## config.mk

```make
export PLATFORM = sky130hd
export DESIGN_NAME = calendar_next_match_finder
export DESIGN_NICKNAME = d
export VERILOG_FILES = /design/src/hdl/cnmf_pkg.sv /design/src/hdl/cnmf_regs.sv /design/src/hdl/cnmf_dp.sv /design/src/hdl/cnmf_ctrl.sv /design/src/hdl/calendar_next_match_finder.sv
export SDC_FILE = /design/constraint.sdc
export NUM_CORES = 2
export LEC_CHECK = 0
export ABC_AREA = 1
export BUFFER_PORTS_ARGS = -buffer_cell sky130_fd_sc_hd__clkbuf_2
export CORE_MARGIN = 10
export CORE_UTILIZATION = 50
export CTS_CLUSTER_SIZE = 24
export DETAILED_ROUTE_END_ITERATION = 10
export PLACE_DENSITY = 0.69
export RECOVER_POWER = 100
export SLEW_MARGIN = 5
export SYNTH_ARGS = -nofsm -noshare
export SYNTH_HDL_FRONTEND = slang
export SYNTH_SLANG_ARGS = --single-unit
```

## constraint.sdc

```tcl
create_clock -name clk_i -period 22.4 [get_ports clk_i]
set_input_delay 4.48 -clock clk_i [delete_from_list [all_inputs] [get_ports clk_i]]
set_output_delay 4.48 -clock clk_i [all_outputs]
set_load 0.005 [all_outputs]
```

## src/hdl/cnmf_pkg.sv

```systemverilog
// Package for the calendar next-match finder: shared types, constants and
// calendar arithmetic. No dependencies.
package cnmf_pkg;

  localparam int unsigned SEARCH_YEARS = 2;
  localparam logic [11:0] YEAR_LIMIT  = 12'd4095;
  localparam logic [16:0] TOD_LAST    = 17'd86399;

  typedef enum logic [2:0] {
    REG_MONTH    = 3'd0,
    REG_WEEKDAY  = 3'd1,
    REG_MONTHDAY = 3'd2,
    REG_HOUR     = 3'd3,
    REG_MINUTE   = 3'd4,
    REG_SECOND   = 3'd5,
    REG_START    = 3'd6,
    REG_END      = 3'd7
  } reg_e;

  typedef enum logic [2:0] {
    SRC_NOW   = 3'd0,
    SRC_LAST  = 3'd1,
    SRC_START = 3'd2,
    SRC_END   = 3'd3,
    SRC_CUR   = 3'd4
  } src_e;

  typedef struct packed {
    logic [11:0] month_mask;
    logic [6:0]  weekday_mask;
    logic [30:0] monthday_mask;
    logic [23:0] hour_mask;
    logic [59:0] minute_mask;
    logic [59:0] second_mask;
    logic [37:0] start_bound;
    logic [37:0] end_bound;
  } cfg_t;

  typedef struct packed {
    logic load;
    logic dn_en;
    logic inst_en;
    src_e src;
    logic origin;
    logic mon_chk;
    logic day_chk;
    logic day_next;
    logic lo_en;
    logic div1;
    logic div2;
    logic tm_en;
    logic post;
    logic hit;
  } cmd_t;

  typedef struct packed {
    logic year_over;
    logic mon_skip;
    logic day_over;
    logic day_skip;
    logic wk_off;
    logic lo_over;
    logic tm_none;
    logic end_fail;
  } sts_t;

  function automatic logic leap_year(input logic [11:0] y);
    logic [24:0] p100;
    logic [22:0] p400;
    logic [11:0] r100;
    logic [11:0] r400;
    p100 = 25'(y) * 25'd5243;
    p400 = 23'(y[11:2]) * 23'd5243;
    r100 = y - 12'(12'(p100[24:19]) * 12'd100);
    r400 = y - 12'(12'(p400[22:19]) * 12'd400);
    return ((y[1:0] == 2'd0) && (r100 != 12'd0)) || (r400 == 12'd0);
  endfunction

  function automatic logic [8:0] month_start(input logic [3:0] m);
    logic [8:0] r;
    unique case (m)
      4'd1:    r = 9'd0;
      4'd2:    r = 9'd31;
      4'd3:    r = 9'd59;
      4'd4:    r = 9'd90;
      4'd5:    r = 9'd120;
      4'd6:    r = 9'd151;
      4'd7:    r = 9'd181;
      4'd8:    r = 9'd212;
      4'd9:    r = 9'd243;
      4'd10:   r = 9'd273;
      4'd11:   r = 9'd304;
      default: r = 9'd334;
    endcase
    return r;
  endfunction

  function automatic logic [4:0] month_len(input logic [11:0] y, input logic [3:0] m);
    logic [4:0] r;
    unique case (m)
      4'd2:                    r = leap_year(y) ? 5'd29 : 5'd28;
      4'd4, 4'd6, 4'd9, 4'd11: r = 5'd30;
      default:                 r = 5'd31;
    endcase
    return r;
  endfunction

  // Day count from 0000-01-01; month clamped to 1..12, day may be zero.
  function automatic logic signed [21:0] day_number(input logic [11:0] y,
                                                    input logic [3:0] m,
                                                    input logic [4:0] d);
    logic [3:0]  mc;
    logic [12:0] a99;
    logic [12:0] a399;
    logic [25:0] p99;
    logic [23:0] p399;
    logic [21:0] n;
    mc   = (m < 4'd1) ? 4'd1 : ((m > 4'd12) ? 4'd12 : m);
    a99  = 13'(y) + 13'd99;
    a399 = 13'(y) + 13'd399;
    p99  = 26'(a99) * 26'd5243;
    p399 = 24'(a399[12:2]) * 24'd5243;
    n = 22'(y) * 22'd365;
    if (y != 12'd0) begin
      n = n + 22'((13'(y) + 13'd3) >> 2) - 22'(p99[25:19]) + 22'(p399[23:19]);
    end
    n = n + 22'(month_start(mc));
    if (mc > 4'd2 && leap_year(y)) begin
      n = n + 22'd1;
    end
    n = n + 22'(d) - 22'd1;
    return $signed(n);
  endfunction

  function automatic logic [16:0] tod(input logic [4:0] h, input logic [5:0] mi,
                                      input logic [5:0] s);
    return 17'(h) * 17'd3600 + 17'(mi) * 17'd60 + 17'(s);
  endfunction

  // Residue mod 7 by octal digit folding (8 = 1 mod 7).
  function automatic logic [2:0] mod7(input logic [21:0] v);
    logic [23:0] w;
    logic [5:0]  s1;
    logic [3:0]  s2;
    w  = {2'b0, v};
    s1 = 6'd0;
    for (int i = 0; i < 8; i++) begin
      s1 = s1 + 6'(w[3*i +: 3]);
    end
    s2 = 4'(s1[5:3]) + 4'(s1[2:0]);
    if (s2 >= 4'd14) s2 = s2 - 4'd14;
    else if (s2 >= 4'd7) s2 = s2 - 4'd7;
    return s2[2:0];
  endfunction

  // {found, position} of the lowest set bit at or above from.
  function automatic logic [6:0] first_from(input logic [63:0] mask, input logic [6:0] from);
    logic       f;
    logic [5:0] p;
    f = 1'b0;
    p = 6'd0;
    for (int i = 0; i < 64; i++) begin
      if (!f && (7'(i) >= from) && mask[i]) begin
        f = 1'b1;
        p = 6'(i);
      end
    end
    return {f, p};
  endfunction

endpackage

```

## src/hdl/cnmf_regs.sv

```systemverilog
// Configuration register file on an APB-style port.
// Depends on cnmf_pkg.
module cnmf_regs (
  input  logic              clk_i,
  input  logic              rst_ni,
  input  logic              psel,
  input  logic              penable,
  input  logic              pwrite,
  input  logic [5:0]        paddr,
  input  logic [63:0]       pwdata,
  output logic [63:0]       prdata,
  output logic              pready,
  output cnmf_pkg::cfg_t    cfg_o
);

  cnmf_pkg::cfg_t   cfg_q;
  cnmf_pkg::reg_e   idx;
  logic             wr;

  assign pready = 1'b1;
  assign idx    = cnmf_pkg::reg_e'(paddr[5:3]);
  assign wr     = psel && penable && pwrite;
  assign cfg_o  = cfg_q;

  always_ff @(posedge clk_i or negedge rst_ni) begin
    if (!rst_ni) begin
      cfg_q.month_mask    <= '1;
      cfg_q.weekday_mask  <= '1;
      cfg_q.monthday_mask <= '1;
      cfg_q.hour_mask     <= '1;
      cfg_q.minute_mask   <= '1;
      cfg_q.second_mask   <= '1;
      cfg_q.start_bound   <= '0;
      cfg_q.end_bound     <= '0;
    end else if (wr) begin
      unique case (idx)
        cnmf_pkg::REG_MONTH:    cfg_q.month_mask    <= pwdata[11:0];
        cnmf_pkg::REG_WEEKDAY:  cfg_q.weekday_mask  <= pwdata[6:0];
        cnmf_pkg::REG_MONTHDAY: cfg_q.monthday_mask <= pwdata[30:0];
        cnmf_pkg::REG_HOUR:     cfg_q.hour_mask     <= pwdata[23:0];
        cnmf_pkg::REG_MINUTE:   cfg_q.minute_mask   <= pwdata[59:0];
        cnmf_pkg::REG_SECOND:   cfg_q.second_mask   <= pwdata[59:0];
        cnmf_pkg::REG_START:    cfg_q.start_bound   <= pwdata[37:0];
        cnmf_pkg::REG_END:      cfg_q.end_bound     <= pwdata[37:0];
      endcase
    end
  end

  always_comb begin
    unique case (idx)
      cnmf_pkg::REG_MONTH:    prdata = 64'(cfg_q.month_mask);
      cnmf_pkg::REG_WEEKDAY:  prdata = 64'(cfg_q.weekday_mask);
      cnmf_pkg::REG_MONTHDAY: prdata = 64'(cfg_q.monthday_mask);
      cnmf_pkg::REG_HOUR:     prdata = 64'(cfg_q.hour_mask);
      cnmf_pkg::REG_MINUTE:   prdata = 64'(cfg_q.minute_mask);
      cnmf_pkg::REG_SECOND:   prdata = 64'(cfg_q.second_mask);
      cnmf_pkg::REG_START:    prdata = 64'(cfg_q.start_bound);
      cnmf_pkg::REG_END:      prdata = 64'(cfg_q.end_bound);
    endcase
  end

endmodule

```

## src/hdl/cnmf_dp.sv

```systemverilog
// Datapath: instant arithmetic, calendar cursor, time-of-day search, result registers.
// Depends on cnmf_pkg; driven by cnmf_ctrl commands.
module cnmf_dp (
  input  logic               clk_i,
  input  logic               rst_ni,
  input  cnmf_pkg::cmd_t     cmd_i,
  output cnmf_pkg::sts_t     sts_o,
  input  cnmf_pkg::cfg_t     cfg_i,
  input  logic [11:0]        now_year_i,
  input  logic [3:0]         now_month_i,
  input  logic [4:0]         now_day_i,
  input  logic [4:0]         now_hour_i,
  input  logic [5:0]         now_minute_i,
  input  logic [5:0]         now_second_i,
  input  logic               last_valid_i,
  input  logic [37:0]        last_stamp_i,
  output logic               done_o,
  output logic               found_o,
  output logic [11:0]        next_year_o,
  output logic [3:0]         next_month_o,
  output logic [4:0]         next_day_o,
  output logic [4:0]         next_hour_o,
  output logic [5:0]         next_minute_o,
  output logic [5:0]         next_second_o
);

  // latched query
  logic [11:0] ny_q;
  logic [3:0]  nm_q;
  logic [4:0]  nd_q, nh_q;
  logic [5:0]  nmi_q, ns_q;
  logic        lv_q;
  logic [37:0] ls_q;

  logic signed [21:0] dn_q;
  logic signed [39:0] nowi_q, lasti_q, sti_q, endi_q, dayi_q;

  // cursor
  logic [12:0] y_q;
  logic [3:0]  m_q;
  logic [5:0]  d_q;
  logic        first_q;
  logic [11:0] ymax_q;
  logic [16:0] base_q;
  logic [4:0]  dim_q;

  // time search
  logic [16:0] lo_q;
  logic [10:0] q_q;
  logic [5:0]  s0_q, m0_q;
  logic [4:0]  h0_q;
  logic [4:0]  th_q;
  logic [5:0]  tm_q, ts_q;

  logic        done_q, found_q;
  logic [11:0] oy_q;
  logic [3:0]  om_q;
  logic [4:0]  od_q, oh_q;
  logic [5:0]  omi_q, os_q;

  // source select for day number / instant
  logic [11:0] sy;
  logic [3:0]  sm;
  logic [4:0]  sd;
  logic [16:0] stod;
  logic [37:0] pk;

  always_comb begin
    pk   = ls_q;
    sy   = ny_q;
    sm   = nm_q;
    sd   = nd_q;
    stod = cnmf_pkg::tod(nh_q, nmi_q, ns_q);
    unique case (cmd_i.src)
      cnmf_pkg::SRC_NOW: begin
      end
      cnmf_pkg::SRC_LAST,
      cnmf_pkg::SRC_START,
      cnmf_pkg::SRC_END: begin
        if (cmd_i.src == cnmf_pkg::SRC_START) pk = cfg_i.start_bound;
        else if (cmd_i.src == cnmf_pkg::SRC_END) pk = cfg_i.end_bound;
        sy   = pk[37:26];
        sm   = pk[25:22];
        sd   = pk[21:17];
        stod = cnmf_pkg::tod(pk[16:12], pk[11:6], pk[5:0]);
      end
      cnmf_pkg::SRC_CUR: begin
        sy   = y_q[11:0];
        sm   = m_q;
        sd   = d_q[4:0];
        stod = 17'd0;
      end
      default: begin
      end
    endcase
  end

  logic signed [39:0] inst_val;
  assign inst_val = {{18{dn_q[21]}}, dn_q} * 40'sd86400 + $signed({23'b0, stod});

  // origin selection
  logic        use_st;
  logic [11:0] oy;
  logic [3:0]  om;
  logic [4:0]  od;
  logic [16:0] otod;
  logic [12:0] ysum;

  assign use_st = (cfg_i.start_bound != '0) && (sti_q > nowi_q);
  assign oy   = use_st ? cfg_i.start_bound[37:26] : ny_q;
  assign om   = use_st ? cfg_i.start_bound[25:22] : nm_q;
  assign od   = use_st ? cfg_i.start_bound[21:17] : nd_q;
  assign otod = use_st ? cnmf_pkg::tod(cfg_i.start_bound[16:12], cfg_i.start_bound[11:6],
                                       cfg_i.start_bound[5:0])
                       : cnmf_pkg::tod(nh_q, nmi_q, ns_q);
  assign ysum = 13'(oy) + 13'(cnmf_pkg::SEARCH_YEARS);

  // scan status
  logic [3:0] mi_idx;
  logic [4:0] di_idx;
  logic [2:0] wd;
  assign mi_idx = m_q - 4'd1;
  assign di_idx = d_q[4:0] - 5'd1;
  assign wd     = cnmf_pkg::mod7(22'(dn_q) + 22'd5);

  logic signed [40:0] diff, base_eff, lo_val;
  assign diff     = {lasti_q[39], lasti_q} + 41'sd2 - {dayi_q[39], dayi_q};
  assign base_eff = first_q ? $signed({24'b0, base_q}) : 41'sd0;
  assign lo_val   = (lv_q && diff > base_eff) ? diff : base_eff;

  // divide lo by 60 and 3600 through reciprocals
  logic [34:0] p1;
  logic [21:0] p2;
  logic [10:0] q1;
  logic [4:0]  h1;
  assign p1 = 35'(lo_q) * 35'd139811;
  assign q1 = p1[33:23];
  assign p2 = 22'(q_q) * 22'd1093;
  assign h1 = p2[20:16];

  // time-of-day search
  logic [6:0] sec_all, sec_from, min_after, min_all, hour_after;
  logic       hbit, mbit, c1, c2, c3;
  assign sec_all    = cnmf_pkg::first_from({4'b0, cfg_i.second_mask}, 7'd0);
  assign sec_from   = cnmf_pkg::first_from({4'b0, cfg_i.second_mask}, 7'(s0_q));
  assign min_after  = cnmf_pkg::first_from({4'b0, cfg_i.minute_mask}, 7'(m0_q) + 7'd1);
  assign min_all    = cnmf_pkg::first_from({4'b0, cfg_i.minute_mask}, 7'd0);
  assign hour_after = cnmf_pkg::first_from({40'b0, cfg_i.hour_mask}, 7'(h0_q) + 7'd1);
  assign hbit = cfg_i.hour_mask[h0_q];
  assign mbit = cfg_i.minute_mask[m0_q];
  assign c1 = hbit && mbit && sec_from[6];
  assign c2 = hbit && sec_all[6] && min_after[6];
  assign c3 = sec_all[6] && hour_after[6] && min_all[6];

  logic signed [39:0] cand;
  assign cand = dayi_q + $signed({23'b0, cnmf_pkg::tod(th_q, tm_q, ts_q)});

  always_comb begin
    sts_o.year_over = y_q > 13'(ymax_q);
    sts_o.mon_skip  = (m_q > 4'd12) || !cfg_i.month_mask[mi_idx];
    sts_o.day_over  = d_q > 6'(dim_q);
    sts_o.day_skip  = !cfg_i.monthday_mask[di_idx];
    sts_o.wk_off    = !cfg_i.weekday_mask[wd];
    sts_o.lo_over   = lo_val > $signed({24'b0, cnmf_pkg::TOD_LAST});
    sts_o.tm_none   = !(c1 || c2 || c3);
    sts_o.end_fail  = (cfg_i.end_bound != '0) && (endi_q < cand);
  end

  always_ff @(posedge clk_i) begin
    if (cmd_i.load) begin
      ny_q  <= now_year_i;
      nm_q  <= now_month_i;
      nd_q  <= now_day_i;
      nh_q  <= now_hour_i;
      nmi_q <= now_minute_i;
      ns_q  <= now_second_i;
      lv_q  <= last_valid_i;
      ls_q  <= last_stamp_i;
    end
    if (cmd_i.dn_en) begin
      dn_q <= cnmf_pkg::day_number(sy, sm, sd);
    end
    if (cmd_i.inst_en) begin
      unique case (cmd_i.src)
        cnmf_pkg::SRC_NOW:   nowi_q  <= inst_val;
        cnmf_pkg::SRC_LAST:  lasti_q <= inst_val;
        cnmf_pkg::SRC_START: sti_q   <= inst_val;
        cnmf_pkg::SRC_END:   endi_q  <= inst_val;
        cnmf_pkg::SRC_CUR:   dayi_q  <= inst_val;
        default: begin
        end
      endcase
    end
    if (cmd_i.origin) begin
      ymax_q <= (ysum > 13'(cnmf_pkg::YEAR_LIMIT)) ? cnmf_pkg::YEAR_LIMIT : ysum[11:0];
      if (om == 4'd0) begin
        y_q <= 13'(oy); m_q <= 4'd1; d_q <= 6'd1; base_q <= '0; first_q <= 1'b1;
      end else if (om > 4'd12) begin
        y_q <= 13'(oy) + 13'd1; m_q <= 4'd1; d_q <= 6'd1; base_q <= '0; first_q <= 1'b0;
      end else if (od == 5'd0) begin
        y_q <= 13'(oy); m_q <= om; d_q <= 6'd1; base_q <= '0; first_q <= 1'b1;
      end else begin
        y_q <= 13'(oy); m_q <= om; d_q <= 6'(od); base_q <= otod; first_q <= 1'b1;
      end
    end
    if (cmd_i.mon_chk && !sts_o.year_over) begin
      if (m_q > 4'd12) begin
        y_q <= y_q + 13'd1; m_q <= 4'd1; d_q <= 6'd1; first_q <= 1'b0;
      end else if (!cfg_i.month_mask[mi_idx]) begin
        m_q <= m_q + 4'd1; d_q <= 6'd1; first_q <= 1'b0;
      end else begin
        dim_q <= cnmf_pkg::month_len(y_q[11:0], m_q);
      end
    end
    if (cmd_i.day_chk) begin
      if (sts_o.day_over) begin
        m_q <= m_q + 4'd1; d_q <= 6'd1; first_q <= 1'b0;
      end else if (sts_o.day_skip) begin
        d_q <= d_q + 6'd1; first_q <= 1'b0;
      end
    end
    if (cmd_i.day_next) begin
      d_q <= d_q + 6'd1; first_q <= 1'b0;
    end
    if (cmd_i.lo_en) begin
      lo_q <= lo_val[16:0];
    end
    if (cmd_i.div1) begin
      q_q  <= q1;
      s0_q <= 6'(lo_q - 17'(q1) * 17'd60);
    end
    if (cmd_i.div2) begin
      h0_q <= h1;
      m0_q <= 6'(q_q - 11'(h1) * 11'd60);
    end
    if (cmd_i.tm_en) begin
      if (c1) begin
        th_q <= h0_q; tm_q <= m0_q; ts_q <= sec_from[5:0];
      end else if (c2) begin
        th_q <= h0_q; tm_q <= min_after[5:0]; ts_q <= sec_all[5:0];
      end else begin
        th_q <= hour_after[4:0]; tm_q <= min_all[5:0]; ts_q <= sec_all[5:0];
      end
    end
  end

  always_ff @(posedge clk_i or negedge rst_ni) begin
    if (!rst_ni) begin
      done_q  <= 1'b0;
      found_q <= 1'b0;
      oy_q <= '0; om_q <= '0; od_q <= '0; oh_q <= '0; omi_q <= '0; os_q <= '0;
    end else begin
      done_q <= cmd_i.post;
      if (cmd_i.post) begin
        found_q <= cmd_i.hit;
        oy_q  <= cmd_i.hit ? y_q[11:0] : '0;
        om_q  <= cmd_i.hit ? m_q : '0;
        od_q  <= cmd_i.hit ? d_q[4:0] : '0;
        oh_q  <= cmd_i.hit ? th_q : '0;
        omi_q <= cmd_i.hit ? tm_q : '0;
        os_q  <= cmd_i.hit ? ts_q : '0;
      end
    end
  end

  assign done_o        = done_q;
  assign found_o       = found_q;
  assign next_year_o   = oy_q;
  assign next_month_o  = om_q;
  assign next_day_o    = od_q;
  assign next_hour_o   = oh_q;
  assign next_minute_o = omi_q;
  assign next_second_o = os_q;

endmodule

```

## src/hdl/cnmf_ctrl.sv

```systemverilog
// Controller: sequences instant setup, the day scan and the time search.
// Depends on cnmf_pkg; drives cnmf_dp.
module cnmf_ctrl (
  input  logic               clk_i,
  input  logic               rst_ni,
  input  logic               start_i,
  output logic               busy_o,
  output cnmf_pkg::cmd_t     cmd_o,
  input  cnmf_pkg::sts_t     sts_i
);

  typedef enum logic [18:0] {
    ST_IDLE    = 19'h00001,
    ST_DN_NOW  = 19'h00002,
    ST_IN_NOW  = 19'h00004,
    ST_DN_LAST = 19'h00008,
    ST_IN_LAST = 19'h00010,
    ST_DN_ST   = 19'h00020,
    ST_IN_ST   = 19'h00040,
    ST_DN_END  = 19'h00080,
    ST_IN_END  = 19'h00100,
    ST_ORIGIN  = 19'h00200,
    ST_MONTH   = 19'h00400,
    ST_DAY     = 19'h00800,
    ST_DN_CUR  = 19'h01000,
    ST_WK      = 19'h02000,
    ST_LO      = 19'h04000,
    ST_DIV1    = 19'h08000,
    ST_DIV2    = 19'h10000,
    ST_TIME    = 19'h20000,
    ST_FIN     = 19'h40000
  } state_e;

  state_e state_q, state_d;

  assign busy_o = (state_q != ST_IDLE);

  always_comb begin
    state_d = state_q;
    cmd_o   = '0;
    cmd_o.src = cnmf_pkg::SRC_NOW;
    unique case (state_q)
      ST_IDLE: begin
        cmd_o.load = start_i;
        if (start_i) state_d = ST_DN_NOW;
      end
      ST_DN_NOW: begin
        cmd_o.dn_en = 1'b1; state_d = ST_IN_NOW;
      end
      ST_IN_NOW: begin
        cmd_o.inst_en = 1'b1; state_d = ST_DN_LAST;
      end
      ST_DN_LAST: begin
        cmd_o.src = cnmf_pkg::SRC_LAST; cmd_o.dn_en = 1'b1; state_d = ST_IN_LAST;
      end
      ST_IN_LAST: begin
        cmd_o.src = cnmf_pkg::SRC_LAST; cmd_o.inst_en = 1'b1; state_d = ST_DN_ST;
      end
      ST_DN_ST: begin
        cmd_o.src = cnmf_pkg::SRC_START; cmd_o.dn_en = 1'b1; state_d = ST_IN_ST;
      end
      ST_IN_ST: begin
        cmd_o.src = cnmf_pkg::SRC_START; cmd_o.inst_en = 1'b1; state_d = ST_DN_END;
      end
      ST_DN_END: begin
        cmd_o.src = cnmf_pkg::SRC_END; cmd_o.dn_en = 1'b1; state_d = ST_IN_END;
      end
      ST_IN_END: begin
        cmd_o.src = cnmf_pkg::SRC_END; cmd_o.inst_en = 1'b1; state_d = ST_ORIGIN;
      end
      ST_ORIGIN: begin
        cmd_o.origin = 1'b1; state_d = ST_MONTH;
      end
      ST_MONTH: begin
        cmd_o.mon_chk = 1'b1;
        if (sts_i.year_over) begin
          cmd_o.post = 1'b1; state_d = ST_IDLE;
        end else if (!sts_i.mon_skip) begin
          state_d = ST_DAY;
        end
      end
      ST_DAY: begin
        cmd_o.day_chk = 1'b1;
        if (sts_i.day_over) state_d = ST_MONTH;
        else if (!sts_i.day_skip) state_d = ST_DN_CUR;
      end
      ST_DN_CUR: begin
        cmd_o.src = cnmf_pkg::SRC_CUR; cmd_o.dn_en = 1'b1; state_d = ST_WK;
      end
      ST_WK: begin
        cmd_o.src = cnmf_pkg::SRC_CUR; cmd_o.inst_en = 1'b1;
        if (sts_i.wk_off) begin
          cmd_o.day_next = 1'b1; state_d = ST_DAY;
        end else begin
          state_d = ST_LO;
        end
      end
      ST_LO: begin
        if (sts_i.lo_over) begin
          cmd_o.day_next = 1'b1; state_d = ST_DAY;
        end else begin
          cmd_o.lo_en = 1'b1; state_d = ST_DIV1;
        end
      end
      ST_DIV1: begin
        cmd_o.div1 = 1'b1; state_d = ST_DIV2;
      end
      ST_DIV2: begin
        cmd_o.div2 = 1'b1; state_d = ST_TIME;
      end
      ST_TIME: begin
        if (sts_i.tm_none) begin
          cmd_o.day_next = 1'b1; state_d = ST_DAY;
        end else begin
          cmd_o.tm_en = 1'b1; state_d = ST_FIN;
        end
      end
      ST_FIN: begin
        cmd_o.post = 1'b1;
        cmd_o.hit  = !sts_i.end_fail;
        state_d    = ST_IDLE;
      end
      default: state_d = ST_IDLE;
    endcase
  end

  always_ff @(posedge clk_i or negedge rst_ni) begin
    if (!rst_ni) begin
      state_q <= ST_IDLE;
    end else begin
      state_q <= state_d;
    end
  end

endmodule

```

## src/hdl/calendar_next_match_finder.sv

```systemverilog
// Top level of the calendar next-match finder: register file, controller, datapath.
// Depends on cnmf_pkg, cnmf_regs, cnmf_ctrl, cnmf_dp.
//
//  channel  | handshake                    | payload
//  ---------+------------------------------+----------------------------------------
//  query    | start & !busy                | now_*_i, last_valid_i, last_stamp_i
//  result   | done_o (one cycle)           | found_o, next_*_o
//  config   | psel & penable & pwrite      | paddr (reg at 8*i), pwdata, prdata
//
// A query runs the setup states after the accepting edge, then checks each month (a skipped
// month is passed over, a scanned month goes on to its days) and visits calendar days (a day
// masked out is passed over, as is a day with no fitting time of day), over at most three
// years of days, plus the end-bound check on a hit. done_o is registered from the last state
// and rises in the cycle after it, when busy is already low. Reset sets all masks to all-ones
// and both bounds to zero. The result cannot be stalled.
module calendar_next_match_finder (
  input  logic        clk_i,
  input  logic        rst_ni,
  input  logic        start,
  output logic        busy,
  input  logic [11:0] now_year_i,
  input  logic [3:0]  now_month_i,
  input  logic [4:0]  now_day_i,
  input  logic [4:0]  now_hour_i,
  input  logic [5:0]  now_minute_i,
  input  logic [5:0]  now_second_i,
  input  logic        last_valid_i,
  input  logic [37:0] last_stamp_i,
  output logic        done_o,
  output logic        found_o,
  output logic [11:0] next_year_o,
  output logic [3:0]  next_month_o,
  output logic [4:0]  next_day_o,
  output logic [4:0]  next_hour_o,
  output logic [5:0]  next_minute_o,
  output logic [5:0]  next_second_o,
  input  logic        psel,
  input  logic        penable,
  input  logic        pwrite,
  input  logic [5:0]  paddr,
  input  logic [63:0] pwdata,
  output logic [63:0] prdata,
  output logic        pready
);

  cnmf_pkg::cfg_t cfg;
  cnmf_pkg::cmd_t cmd;
  cnmf_pkg::sts_t sts;

  cnmf_regs u_regs (
    .clk_i   (clk_i),
    .rst_ni  (rst_ni),
    .psel    (psel),
    .penable (penable),
    .pwrite  (pwrite),
    .paddr   (paddr),
    .pwdata  (pwdata),
    .prdata  (prdata),
    .pready  (pready),
    .cfg_o   (cfg)
  );

  cnmf_ctrl u_ctrl (
    .clk_i   (clk_i),
    .rst_ni  (rst_ni),
    .start_i (start),
    .busy_o  (busy),
    .cmd_o   (cmd),
    .sts_i   (sts)
  );

  cnmf_dp u_dp (
    .clk_i         (clk_i),
    .rst_ni        (rst_ni),
    .cmd_i         (cmd),
    .sts_o         (sts),
    .cfg_i         (cfg),
    .now_year_i    (now_year_i),
    .now_month_i   (now_month_i),
    .now_day_i     (now_day_i),
    .now_hour_i    (now_hour_i),
    .now_minute_i  (now_minute_i),
    .now_second_i  (now_second_i),
    .last_valid_i  (last_valid_i),
    .last_stamp_i  (last_stamp_i),
    .done_o        (done_o),
    .found_o       (found_o),
    .next_year_o   (next_year_o),
    .next_month_o  (next_month_o),
    .next_day_o    (next_day_o),
    .next_hour_o   (next_hour_o),
    .next_minute_o (next_minute_o),
    .next_second_o (next_second_o)
  );

`ifndef SYNTHESIS
  a_done_after_busy: assert property (@(posedge clk_i) disable iff (!rst_ni)
    done_o |-> $past(busy))
    else $error("result without a query in flight");
  a_done_frees: assert property (@(posedge clk_i) disable iff (!rst_ni)
    done_o |-> !busy)
    else $error("still busy after result");
  a_miss_zero: assert property (@(posedge clk_i) disable iff (!rst_ni)
    (done_o && !found_o) |-> (next_year_o == 12'd0 && next_month_o == 4'd0
                              && next_second_o == 6'd0))
    else $error("not-found result carries data");
  a_hit_range: assert property (@(posedge clk_i) disable iff (!rst_ni)
    (done_o && found_o) |-> (next_month_o >= 4'd1 && next_month_o <= 4'd12
                             && next_day_o >= 5'd1 && next_hour_o <= 5'd23
                             && next_minute_o <= 6'd59 && next_second_o <= 6'd59))
    else $error("found result out of calendar range");
`endif

endmodule
```

# Word level (Yosys, flattened, before mapping)
# Memory sizes are Yosys's and may differ from the RTL's.
# Index checks and enable logic that the tools add are counted.
# op_classes
n_mux,631
order_cmp,163
n_mul,24
eq_ne,39
reduce_logical,722
n_bitwise,1
n_addsub,48
# ops
op,count
$mux 6,125
$pmux 64 s8,1
$logic_and 1x1->1,418
$mux 5,80
$pmux 19 s18,1
$mux 1,301
$logic_not 1->1,262
$mux 4,52
$ge 6x7->1 const A,28
$ge 5x7->1 const A,24
$ge 6x6->1 const A,28
$mux 19,6
$mux 38,3
$ge 4x7->1 const A,16
$ge 5x6->1 const A,16
$mux 22,4
$reduce_bool 38->1,2
$add 17x12->17,4
$add 17x6->17,4
$mux 3,22
$mux 13,5
$ge 3x7->1 const A,8
$mul 5x8->13 const B,4
$mul 12x13->25 const B,2
122 further kinds,212
# totals
memories,1
romBits,144
input_bits,153
regBits,748
# memory_table
memory,depth,width,read_ports,rd_clocked_by_memory_dff,wr,line_no,text
(name not given),16,9,1,0,0,cnmf_pkg.sv:81,unique case (m)

# Logic depth before layout (Yosys ltp)
# logic_depth
ltp_word,246
mapped_depth,94
depth_no_buf,91

# Modules after synthesis
# A second synthesis with hierarchy kept.
# unflattened
hier_cells,9969
area_unflattened_um2,82522.9
# modules_own_cells
mod,instances,area_each_um2,seq_area_each_um2,cells_per_inst
cnmf_dp,1,68749.7,13252.7,8314
cnmf_regs,1,12518.3,6999.2,1481
cnmf_ctrl,1,1255.0,476.7,174

# Least setup slack after synthesis
# Ideal clock, no wire load.
# synth_path
path_kind,flip-flop to flip-flop
startpoint,register u_ctrl.state_q[13]
endpoint,"register u_dp.dn_q[21], data pin"
setup_ns,0.254
t_arrival_ns,16.230
synth_period_minus_slack_ns,16.484
slack_ns,5.916
path_stages_with_launch,80
cell_sequence,dfrtp_1 nor2_1 inv_1 nor2_1 inv_1 nor2_1 inv_1 nor2_1 inv_1 nor2_1 nor3_1 inv_1 nor2_1 nand2_1 nor2_1 a31oi_1 inv_1 ha_1 [44 not listed] nor2_1 xor2_1 inv_1 nor2_1 xor2_1 inv_1 ha_1 a21oi_1 o21ai_0 nand3_1 nand2_1 a21oi_1 nor2_1 nor2_1 xor2_1 xor2_1 xnor2_1 inv_1
# synth_between
elab_chain_len,20
word_cells_on_any_way,61
classes_between,12 x add/sub; 7 x mul; 3 x order compare; 12 x eq/ne; 14 x mux; 12 x reduce/logical; 1 x memory
# synth_rtl
element,line_no,text
start: declaration,cnmf_ctrl.sv:34,"state_e state_q, state_d;"
start signal: assignment,cnmf_ctrl.sv:131,state_q <= state_d;
$eq 19x13->1 (tied with other cells),cnmf_ctrl.sv:42,unique case (state_q)
$reduce_or 2->1 (no source line),-,
$pmux 3 s4 *,cnmf_ctrl.sv:42,
$eq 3x2->1,"cnmf_dp.sv:74, cnmf_dp.sv:81",
$mux 38,cnmf_dp.sv:81,else if (cmd_i.src == cnmf_pkg::SRC_END) pk = cfg_i.end_bound;
$mux 38,cnmf_dp.sv:80,if (cmd_i.src == cnmf_pkg::SRC_START) pk = cfg_i.start_bound;
$mux 38,cnmf_dp.sv:74,unique case (cmd_i.src)
$pmux 12 s2,cnmf_dp.sv:74,
[4 not listed],-,
$mux 22,cnmf_pkg.sv:124,if (y != 12'd0) begin
$mux 22,cnmf_dp.sv:180,if (cmd_i.dn_en) begin
$add 22x9->22,cnmf_pkg.sv:127,n = n + 22'(month_start(mc));
$add 22x1->22,cnmf_pkg.sv:129,n = n + 22'd1;
$mux 22,cnmf_pkg.sv:128,if (mc > 4'd2 && leap_year(y)) begin
$mux 22,cnmf_dp.sv:180,
$add 22x5->22 *,cnmf_pkg.sv:131,n = n + 22'(d) - 22'd1;
$sub 22x1->22 *,cnmf_pkg.sv:131,
end signal: assignment,cnmf_dp.sv:181,"dn_q <= cnmf_pkg::day_number(sy, sm, sd);"
end: declaration,cnmf_dp.sv:35,logic signed [21:0] dn_q;
# Mark *: on every way between the ends. The rest lies on a longest branch, timed or not. The select of a mux whose other input is x is not followed.
# A chain may end at the register's enable or synchronous reset.

# Worst setup path in the final report
# layout_path
startpoint,register u_ctrl.state_q[1]
endpoint,"register u_dp.dn_q[21], data pin"
# The elaborated chain is that of the path after synthesis.

==> metrics.txt <==
outcome=complete, but fails checks; violated checks=capacitance limit, slew limit; FF-to-FF setup slack=3.36 ns; antenna viol nets, final=0; Max clock buf depth=3; Main synth FF type=edfxtp_1; Setup TNS=0 ns; top cell type's share of synthesized area=20.24%; Layout fillers=14.99k; CP Max Fanout=42; num rows=147; Worst Hold Class=reg -> reg; Nets=11.68k; Detailed Route WL=265400 um; # setup viols final=0; most common cell in the netlist=inv_1; clock sinks=745; pin count of the biggest net entering global routing=110; most frequent CP cell=inv_1; number of max-cap violations=28; R2R depth=81; RSZ-0062 raised after global routing=false; Tcrit/Tclk final=85.01%; Post-synth top cells=inv_1, ha_1, nand2_1; Initial DRC Count=5868; Syn Std Cell Area=80850 um2; share of async-settable or async-resettable flops after synthesis=44.16%; crit path time final=19.04 ns; Synth Instances=9523; Die Ht=422.1 um; initial core utilization=50.35%; Avg WL per Cell=22.09 um; Yosys top cell by area=ha_1; EDFF count, synth=392; total gr overflow=0; die span in x=422.1 um; vias per inst=5.628; Die ar.=178200 um2; top cells by area, synth=ha_1, edfxtp_1, fa_1; Crit Path Class=reg -> reg; gr usage total=29.04%; Worst Hold Path EP=u_regs.cfg_o[208]; Residual DRC=0; Synth Register Bits=745; CTS clock-pin slew for the worst setup and hold paths=0.06 ns; critical path's slowest cell=clkbuf_1; first-pass GRT wire length=401900 um; Critical Path RT=22.86 ns; CORE AREA=160600 um2; postcts setup bufs=0; layout cells sized above 1=7.269%; Hold Path Depth=2; FF-to-FF Start=u_ctrl.state_q[1]; CTS resizes=0; post-DP HPWL=220800 um; Worst Skew=0.03979 ns; H-tree depth=3; drt pass-1 iters=6; vias in the first global route=67.09k; GP Congestion=1.022; Mean Syn Cell Area=8.490 um2; Hold Buf Count CTS=0; Root Driver=clkbuf_16; number of antenna violations at the first check in global routing=16; area grow syn2layout=7.999%; critical hold path startpoint=u_regs.cfg_o[208]; Worst setup EP type=flip-flop; critical path arrival=19.50 ns; TritonCTS Buffers=91; CTS tree=done; R2R Path End=u_dp.dn_q[21]; PortBufs=246; Final Util=54.38%; Max Slew Vio Count=1368; Seq/Total Area, Yosys=25.64%; Hold Fails Final Rpt=0; # IOs=259; FMAX=52.51 MHz; post-synth cell types=86; slowest stage delay, CP=1.94 ns; startpoint class of the critical path=flip-flop; Yosys Warn Count=0; via count=67.62k; worst-margin pin slew=5.330 ns; max_slew headroom=-255.3%; Clk Latency, worst-skew pair=0.73 ns
==> state kept, by name, indices dropped and copies added, names as in the netlist, 13 cells and up <==
register,count
u_ctrl.state_q,19
u_dp.base_q,17
u_dp.endi_q,40
u_dp.lasti_q,40
u_dp.dn_q,22
u_dp.sti_q,40
u_dp.ls_q,38
u_dp.y_q,13
u_regs.cfg_o,270
u_dp.lo_q,17
u_dp.nowi_q,40
u_dp.dayi_q,40
==> worst max-delay path: cells and delay by family (launching register included) <==
family | cells | cell delay [ns]
fa+ha+maj | 12 | 5.07
buf+inv | 19 | 4.77
simple gates | 22 | 3.26
flops | 1 | 0.40
compound gates | 20 | 3.80
xor+xnor | 8 | 1.44
==> per-layer routing <==
layer  global-route usage [%]  up-vias  routed length, um
met3                    5.654      504              21360
met5                        0        -                 67
li1                         -    32328                  -
met2                    45.80     2376             117300
met1                    38.33    32403             112300
met4                    13.53       10              14370
==> final cells by class <==
type / instances / area, um2 / area share, %
Clock buffer: 123 / 2542 / 2.912
Multi-Input combinational cell: 6671 / 52090 / 59.65
Inverter: 1944 / 7301 / 8.361
Timing Repair Buffer: 320 / 1524 / 1.745
Sequential cell: 745 / 20730 / 23.74
Clock inverter: 47 / 419.2 / 0.4800
Tap cell: 2160 / 2703 / 3.095
Antenna cell: 5 / 12.51 / 0.01433
==> worst max-delay path by stage <==
stage	startpoint	end	cells past startpoint	slack (ns)
finish	u_ctrl.state_q[1]	u_dp.dn_q[21]	81	3.36
global route	u_ctrl.state_q[1]	u_dp.dn_q[21]	80	1.78
CTS	u_ctrl.state_q[14]	u_dp.dn_q[21]	84	4.91
detailed placement	u_ctrl.state_q[14]	u_dp.dn_q[21]	84	4.98
global placement	u_ctrl.state_q[14]	u_dp.dn_q[21]	89	5.17
floorplan	u_ctrl.state_q[13]	u_dp.dn_q[21]	79	5.92
==> layout by cell type (no fill, tap or decap), drive strengths merged, types with 11 or more instances in the layout <==
| cell | count |
|---|---|
| inv | 1939 |
| ha | 1308 |
| nand2 | 1181 |
| o21ai | 738 |
| nor2 | 622 |
| a21oi | 567 |
| fa | 447 |
| clkbuf | 402 |
| edfxtp | 392 |
| nand3 | 345 |
| xor2 | 325 |
| dfstp | 195 |
| nand4 | 157 |
| xnor2 | 153 |
| nor3 | 136 |
| dfrtp | 134 |
| nor4 | 72 |
| o22ai | 66 |
| o211ai | 63 |
| a22oi | 48 |
| buf | 41 |
| or2 | 39 |
| clkinv | 39 |
| a211oi | 37 |
| a31oi | 36 |
| o21bai | 35 |
| a221oi | 32 |
| o2111ai | 29 |
| o221ai | 28 |
| o31ai | 24 |
| dfxtp | 24 |
| a21o | 23 |
| o21a | 20 |
| a2111oi | 16 |
| o41ai | 15 |
| and2 | 11 |
==> cells by family after synthesis <==
family	Yosys count	share of synthesized area, %
buf+inv	2110	9.949
xor+xnor	478	5.178
flops	745	25.64
compound gates	1827	13.07
other cells	2	0.009289
fa+ha+maj	1755	31.31
simple gates	2593	14.68
mux	13	0.1671
==> through the flow <==
stage               setup WS, ns  hold WS, ns  instance area, um2  cells
floorplan                  5.916       0.4547               80860   9526
global placement           5.169       0.4787               84740  11840
detailed placement         4.978       0.4824               84740  11840
CTS                        4.911       0.4915               87700  12010
global route               1.780       0.5036               87310  12013
finish                     3.358       0.4911               87320  12015
Power is not shown: default switching activity piles up to over one toggle a cycle in this logic, so the estimate is an artifact.
